`src/rtl/kti_pkg.sv`:
```
// ----------------------------------------------------------------------------
// kti_pkg: shared types and constants for the keyframe time interpolator
// Request codes, status codes, controller states and the command bundle.
// ----------------------------------------------------------------------------
package kti_pkg;

  localparam int MaxPointsDef  = 1024;
  localparam int CoordWidthDef = 16;
  localparam int TimeWidthDef  = 24;
  localparam int IdxW          = 10;
  localparam int StrokeW       = 8;
  localparam int FracW         = 16;

  localparam logic [1:0] REQ_CLEAR  = 2'd0;
  localparam logic [1:0] REQ_APPEND = 2'd1;
  localparam logic [1:0] REQ_QUERY  = 2'd2;

  localparam logic [1:0] ST_OK    = 2'd0;
  localparam logic [1:0] ST_FULL  = 2'd1;
  localparam logic [1:0] ST_EMPTY = 2'd2;

  typedef enum logic [2:0] {
    S_IDLE, S_LAST_CK, S_SCAN_CK, S_PREV_CK, S_DIV, S_MUL, S_SUM, S_EMIT
  } kti_state_t;

  // Commands from the controller to the datapath.
  typedef struct packed {
    logic accept;        // capture the transaction and preset the result
    logic do_append;     // write the captured point
    logic do_clear;      // reset point count
    logic rd_last;       // read entry count-1
    logic ld_last;       // result is the last entry
    logic scan_rd;       // read the first scan entry
    logic scan_inc;      // advance scan index and read it
    logic ld_found;      // capture the found entry
    logic rd_prev;       // read the entry before the found one
    logic ld_prev;       // capture the predecessor and start the divider
    logic div_step;      // one division iteration
    logic mul;           // multiply stage
    logic sum;           // finish mix
    logic emit;          // present result
  } kti_cmd_t;

  // Status from the datapath.
  typedef struct packed {
    logic empty;
    logic full;
    logic q_ge_last;   // query at/after last point
    logic scan_hit;    // scanned time greater than query, or end of scan
    logic direct;      // found entry is first of the store or of its stroke
    logic div_done;
  } kti_sts_t;

endpackage

```
`src/rtl/kti_ctrl.sv`:
```
// ----------------------------------------------------------------------------
// kti_ctrl: controller for the keyframe time interpolator
// Sequences append, clear and query through the datapath.
// ----------------------------------------------------------------------------
module kti_ctrl (
  input  logic              clk,
  input  logic              rst_n,
  input  logic              start,
  input  logic [1:0]        req,
  input  kti_pkg::kti_sts_t sts,
  output logic              busy,
  output kti_pkg::kti_cmd_t cmd
);
  import kti_pkg::*;

  kti_state_t state_r, state_nxt;
  logic       acc;

  assign busy = (state_r != S_IDLE);
  assign acc  = start && !busy;

  always_ff @(posedge clk) begin
    if (!rst_n) begin
      state_r <= S_IDLE;
    end else begin
      state_r <= state_nxt;
    end
  end

  always_comb begin
    state_nxt = state_r;
    case (state_r)
      S_IDLE: begin
        if (acc) state_nxt = (req == REQ_QUERY && !sts.empty) ? S_LAST_CK : S_EMIT;
      end
      S_LAST_CK: state_nxt = sts.q_ge_last ? S_EMIT : S_SCAN_CK;
      S_SCAN_CK: begin
        if (sts.scan_hit) state_nxt = sts.direct ? S_EMIT : S_PREV_CK;
      end
      S_PREV_CK: state_nxt = S_DIV;
      S_DIV:     if (sts.div_done) state_nxt = S_MUL;
      S_MUL:     state_nxt = S_SUM;
      S_SUM:     state_nxt = S_EMIT;
      S_EMIT:    state_nxt = S_IDLE;
      default:   state_nxt = S_IDLE;
    endcase
  end

  always_comb begin
    cmd = '0;
    case (state_r)
      S_IDLE: begin
        cmd.accept    = acc;
        cmd.do_append = acc && req == REQ_APPEND && !sts.full;
        cmd.do_clear  = acc && req == REQ_CLEAR;
        cmd.rd_last   = acc && req == REQ_QUERY;
      end
      S_LAST_CK: begin
        cmd.ld_last = sts.q_ge_last;
        cmd.scan_rd = !sts.q_ge_last;
      end
      S_SCAN_CK: begin
        cmd.scan_inc = !sts.scan_hit;
        cmd.ld_found = sts.scan_hit;
        cmd.rd_prev  = sts.scan_hit && !sts.direct;
      end
      S_PREV_CK: cmd.ld_prev = 1'b1;
      S_DIV:     cmd.div_step = 1'b1;
      S_MUL:     cmd.mul = 1'b1;
      S_SUM:     cmd.sum = 1'b1;
      S_EMIT:    cmd.emit = 1'b1;
      default:   cmd = '0;
    endcase
  end

  a_emit_once: assert property (@(posedge clk) disable iff (!rst_n)
    state_r == S_EMIT |=> state_r == S_IDLE) else $error("emit not followed by idle");
  a_no_accept_busy: assert property (@(posedge clk) disable iff (!rst_n)
    busy |-> !cmd.accept) else $error("accept while busy");
  a_div_after_prev: assert property (@(posedge clk) disable iff (!rst_n)
    state_r == S_PREV_CK |=> state_r == S_DIV) else $error("division not started");
  a_one_read: assert property (@(posedge clk) disable iff (!rst_n)
    $onehot0({cmd.rd_last, cmd.scan_rd, cmd.scan_inc, cmd.rd_prev}))
    else $error("conflicting reads");
endmodule

```
`config.mk`:
```
export PLATFORM = sky130hd
export DESIGN_NAME = kti_ctrl
export DESIGN_NICKNAME = d
export VERILOG_FILES = /design/src/rtl/kti_pkg.sv /design/src/rtl/kti_ctrl.sv
export SDC_FILE = /design/constraint.sdc
export NUM_CORES = 1
export LEC_CHECK = 0
export ABC_AREA = 0
export BUFFER_PORTS_ARGS = -buffer_cell sky130_fd_sc_hd__buf_2
export CORE_AREA = 10 10 47 49
export DETAILED_ROUTE_END_ITERATION = 6
export DIE_AREA = 0 0 57 59
export PLACE_DENSITY = 0.61
export SETUP_SLACK_MARGIN = 0.15
export SYNTH_ARGS = -nofsm -noshare
export SYNTH_HDL_FRONTEND = slang
export SYNTH_SLANG_ARGS = --single-unit
```
`constraint.sdc`:
```
create_clock -name clk -period 2.48 [get_ports clk]
set_input_delay 0.496 -clock clk [delete_from_list [all_inputs] [get_ports clk]]
set_output_delay 0.496 -clock clk [all_outputs]
set_load 0.1 [all_outputs]
```
==> results.yml, run 1 <==
detailed_routing:
  wl_per_cell_um: 12.6
  wl_mm: 1.11
  drtAntennaViolNets: 0
  drc: 0
  vias: 397
  drt_iter0_drc: 4
  vias_per_cell: 4.51
  dr.pass1.iters: 4
floorplanning:
  die_h_um: 59
  die_w_um: 57
  core_area_mm2: 0.00140
  initial_core_util_pct: 22.7
  io_pins: 26
  fp-row-count: 14
  fp.dieArea_mm2: 0.00336
power:
  p_switching_uw: 389
  switching_share_pct: 63.8
  power.density_mw_per_mm2: 1120
  leakage_uw: 0.000280
  clkPwrFrac_pct: 14.0
  p_int_uw: 221
  irDropWorstVdd_mv: 0.412
  total_power_uw: 610
  p_seq_share_pct: 15.1
  pwr-share-comb_pct: 71.0
global_route:
  grt_pass1_wl_mm: 1.91
  grt_max_degree: 12
  grt_usage_pct: 7.15
  grt_pass1_vias: 415
  antenna_found_initial: 0
  grt-ovfl-total: 0
synth:
  synth_area_leaders: "dfxtp_1, nor3b_1, and3_1, nand2_1, buf_2"
  netlist_instances: 45
  yosys-top-cells-count: "nand2_1, and3_1, nor2_1, nor3b_1"
  avgSynthCellArea_um2: 7.06
  synth_nets: 56
  yosys_register_bits: 3
  ys.flop_type: "dfxtp_1"
  synthMostInstantiatedCell: "nand2_1"
  yosysTopAreaCell: "dfxtp_1"
  async_flop_share_pct: 0
  yosysUniqueCellTypes: 24
  yosysSeqAreaShare_pct: 18.9
  yosysWarnings: 0
  synth_area_um2: 318
  synth_top_area_share_pct: 18.9
  synth_edf_count: 0
timing:
  grt_setup_unrepaired: "false"
  slew-limit-headroom_pct: 67.4
  fin_crit_ns: 2.17
  setup-violations-final: 0
  fin_setup_tns_ns: 0
  fin_crit_sh_pct: 87.7
  finalHoldViolCount: 0
  final-max-slew-violation-count: 0
  fin_skew_ns: 0.00485
  max_freq_ghz: 0.460
  fin_ws_ns: 0.305
  worst_pin_slew_ns: 0.492
clock_tree:
  cts_root_buf: "clkbuf_4"
  cts.clk_slew.worst_paths_ns: 0.04
  cts_max_level: 1
  cts_tree: "yes"
  cts_resized: 0
  cts_setup_buffers: 0
  cts_hold_buf: 0
  clkSinkCount: 3
  cts_buffers: 3
  insertion_delay_ns: 0.23
  cts.path.max_buffers: 2
finish:
  drive_above_1_share_pct: 59.7
  largest_reg_flops: 3
  nFillCells: 165
  nets: 84
  diodes: 0
  synthToLayoutAreaGrowth_pct: 70.9
  post-route-util_pct: 38.8
  regMostFlops: "state_r"
  largestRegisters: "state_r: 3 flops"
critical_path:
  rr_startpoint: "state_r[1]$_SDFFE_PN0P_"
  crit_end: "cmd[12]"
  critPathLaunch: "state_r[2]$_SDFFE_PN0P_"
  slowest_stage: "dfxtp_1"
  timing.critical_path.required_ns: 1.98
  crit_arrival_ns: 1.68
  endpoint_kind: "output pin"
  slowest_delay_ns: 0.42
  cp_max_fo: 10
  worstRegToRegCells: 3
  regToRegSetupSlack_ns: 1.27
  crit_chain: "nor2_4, nand3b_1, nor4b_4, clkbuf_4"
  critPathKind: "reg -> out"
  start_kind: "register"
  r2r_end: "state_r[0]$_SDFFE_PN0P_"
worst_hold_path:
  hold_class: "in -> reg"
placement:
  numPortBuffers: 25
  dp_slack_ns: 0.428
  dp_hpwl_um: 924
  gp_congestion: 0.698
status:
  outcome: "finished clean"
job:
  cap_violations: 0
[critical path, delay by kind of cell, from the launching register on]
kind          cells  cell delay [ns]
flops             1             0.42
buf+inv           1             0.36
simple gates      3             0.66
[worst min-delay path by stage]
stage,start,end,cells past startpoint
after floorplan,rst_n,state_r[0]$_SDFFE_PN0P_,1
after global placement,rst_n,state_r[0]$_SDFFE_PN0P_,2
after detailed placement,rst_n,state_r[0]$_SDFFE_PN0P_,2
after CTS,rst_n,state_r[0]$_SDFFE_PN0P_,2
after global routing,rst_n,state_r[0]$_SDFFE_PN0P_,2
final,rst_n,state_r[0]$_SDFFE_PN0P_,2
[per-layer routing]
layer	global-route usage, %	vias up	wire length (um)
met1	7.89	167	444
met5	0	-	0
met2	10.4	14	566
li1	-	214	-
met3	2.36	2	72
met4	7.05	0	26
[power by group through the flow]
stage / sequential [uW] / clock [uW] / combinational [uW]
global route: 97.1 / 93.8 / 462
CTS: 91.7 / 90.8 / 436
global placement: 91.8 / 0 / 433
detailed placement: 92.2 / 0 / 435
finish: 91.8 / 85.1 / 433
floorplan: 71.0 / 0 / 403
[logic make-up after synthesis]
logic type	count (synthesis)	synth area share (%)
buffers and inverters	6	9.45
AO/OA/AOI/OAI	7	15.0
AND/OR/NAND/NOR	28	53.5
flip-flops	3	18.9
multiplexers	1	3.15
[cell usage in the layout, fill, tap and decap left out, types with 2 or more instances in the layout]
cell type and instances:
a21oi_1 2, and3_1 4, buf_2 23, buf_4 2
clkbuf_4 5, dfxtp_1 3, nand2_1 5, nor2_1 2
nor2_2 2, nor3_2 2, nor3b_1 2, nor3b_2 2
[layout make-up]
cell class / count / area [um^2] / area share (%)
clock buffer: 4 / 26.3 / 4.84
sequential: 3 / 60.1 / 11.1
multi-input combinational: 36 / 284 / 52.3
timing repair buffer: 27 / 145 / 26.7
inverter: 2 / 7.51 / 1.38
tap: 16 / 20.0 / 3.69
[metrics by stage]
step | instances | cell area [um^2] | hold slack (ns)
after global routing | 88 | 543 | 0.523
after floorplan | 45 | 383 | 0.614
after global placement | 84 | 512 | 0.744
after detailed placement | 84 | 512 | 0.754
final | 88 | 543 | 0.516
after CTS | 88 | 538 | 0.512
Note: power is estimated with default switching activity, not from simulation.
==> inputs of run 2 (changes only) <==
--- a/config.mk
+++ b/config.mk
@@ -11,5 +11,7 @@
 export DETAILED_ROUTE_END_ITERATION = 6
 export DIE_AREA = 0 0 57 59
+export GPL_ROUTABILITY_DRIVEN = 0
 export PLACE_DENSITY = 0.61
+export REMOVE_ABC_BUFFERS = 1
 export SETUP_SLACK_MARGIN = 0.15
 export SYNTH_ARGS = -nofsm -noshare
==> constraint.sdc (replaced) <==
create_clock -name clk -period 2.48 [get_ports clk]
set_input_delay 0.496 -clock clk [delete_from_list [all_inputs] [get_ports clk]]
set_output_delay 0.496 -clock clk [all_outputs]
set_load 0.02 [all_outputs]
==> results.yml, run 2 (same netlist as run 1, synthesis figures left out) <==
status:
  outcome: "finished clean"
critical_path:
  critPathLaunch: "state_r[1]$_SDFFE_PN0P_"
  timing.critical_path.required_ns: 1.98
  critPathKind: "reg -> out"
  start_kind: "register"
  cp_max_fo: 15
  endpoint_kind: "output pin"
  crit_arrival_ns: 1.53
  rr_startpoint: "state_r[1]$_SDFFE_PN0P_"
clock_tree:
  insertion_delay_ns: 0.24
  cts.clk_slew.worst_paths_ns: 0.04
  cts_max_level: 1
  cts_resized: 0
  cts_tree: "yes"
  clkSinkCount: 3
  cts_hold_buf: 0
  cts_buffers: 3
  cts_root_buf: "clkbuf_4"
  cts_setup_buffers: 0
  cts.path.max_buffers: 2
floorplanning:
  io_pins: 26
  core_area_mm2: 0.00140
  fp.dieArea_mm2: 0.00336
  initial_core_util_pct: 22.7
  fp-row-count: 14
  die_h_um: 59
  die_w_um: 57
power:
  pwr-share-comb_pct: 48.2
  leakage_uw: 0.000255
  p_seq_share_pct: 28.1
  p_int_uw: 200
  switching_share_pct: 45.9
  power.density_mw_per_mm2: 791
  clkPwrFrac_pct: 23.7
  irDropWorstVdd_mv: 0.455
  p_switching_uw: 170
worst_hold_path:
  min_from: "rst_n"
  hold_class: "in -> reg"
finish:
  final_cell_mix: "buf_2, nand2_1, nor2_1, and3_1, nor3b_1"
  regMostFlops: "state_r"
  drive_above_1_share_pct: 45.7
  synthToLayoutAreaGrowth_pct: 46.9
  final_common_cell: "buf_2"
  largest_reg_flops: 3
  diodes: 0
  post-route-util_pct: 33.3
  largestRegisters: "state_r: 3 flops"
  nets: 82
timing:
  fin_setup_tns_ns: 0
  final-max-slew-violation-count: 0
  worst_hold_slack_ns: 0.503
  fin_crit_ns: 2.02
  setup-violations-final: 0
  grt_setup_unrepaired: "false"
  max_freq_ghz: 0.495
  fin_skew_ns: 0.00370
  slew-limit-headroom_pct: 67.1
  fin_crit_sh_pct: 81.5
  worst_pin_slew_ns: 0.493
  finalHoldViolCount: 0
detailed_routing:
  wl_per_cell_um: 11.7
  drt_iter0_drc: 3
  drc: 0
  wl_mm: 1.01
  dr.pass1.iters: 3
  drtAntennaViolNets: 0
  vias: 385
  vias_per_cell: 4.48
global_route:
  antenna_found_initial: 0
  grt_pass1_vias: 374
  grt_usage_pct: 6.37
  grt-ovfl-total: 0
  grt_pass1_wl_mm: 1.70
  grt_max_degree: 19
job:
  cap_violations: 0
placement:
  dp_hpwl_um: 824
  numPortBuffers: 25
## run 2: layout make-up
class / count / area [um^2]
clock buffers: 4 / 26.3
fillers: 164 / 935
inverters: 2 / 7.51
multi-input cells: 36 / 228
flip-flops and latches: 3 / 60.1
well taps: 16 / 20.0
repair buffers: 25 / 125
## run 2: final timing paths
| check | to | slack [ns] | cells past startpoint |
|---|---|---|---|
| hold / removal | state_r[0]$_SDFFE_PN0P_ | 0.50 | 2 |
| hold reg to reg | state_r[1]$_SDFFE_PN0P_ | 0.71 | 2 |
| setup reg to reg | state_r[0]$_SDFFE_PN0P_ | 1.12 | 3 |
| setup / recovery | cmd[5] | 0.46 | 4 |
## run 2: critical path: stages (launching register included)
cell and delay (ns):
dfxtp_1 0.59, nor3b_2 0.25, and2_1 0.16, nor2b_1 0.12, buf_2 0.17
## run 2: power groups by stage
stage               clock network [uW]  logic [uW]  registers, uW
floorplan                            0         128           95.1
detailed placement                   0         181            105
global route                      99.6         199            111
finish                            87.4         178            104
CTS                               93.6         181            104
global placement                     0         180            104
## run 2: through the flow
stage	instance area, um^2	setup slack (ns)	std cells	power [uW]
after global routing	467	0.350	86	409
after floorplan	295	0.608	41	223
after global placement	440	0.768	82	284
final	467	0.459	86	369
after CTS	467	0.446	86	379
after detailed placement	440	0.712	82	286
## run 2: per-layer routing
metal / global-route usage [%] / wire length [um] / vias up
met5: 0 / 0 / -
met1: 7.31 / 469 / 153
met4: 4.03 / 19 / 0
met2: 7.29 / 358 / 24
li1: - / - / 206
met3: 5.79 / 157 / 2
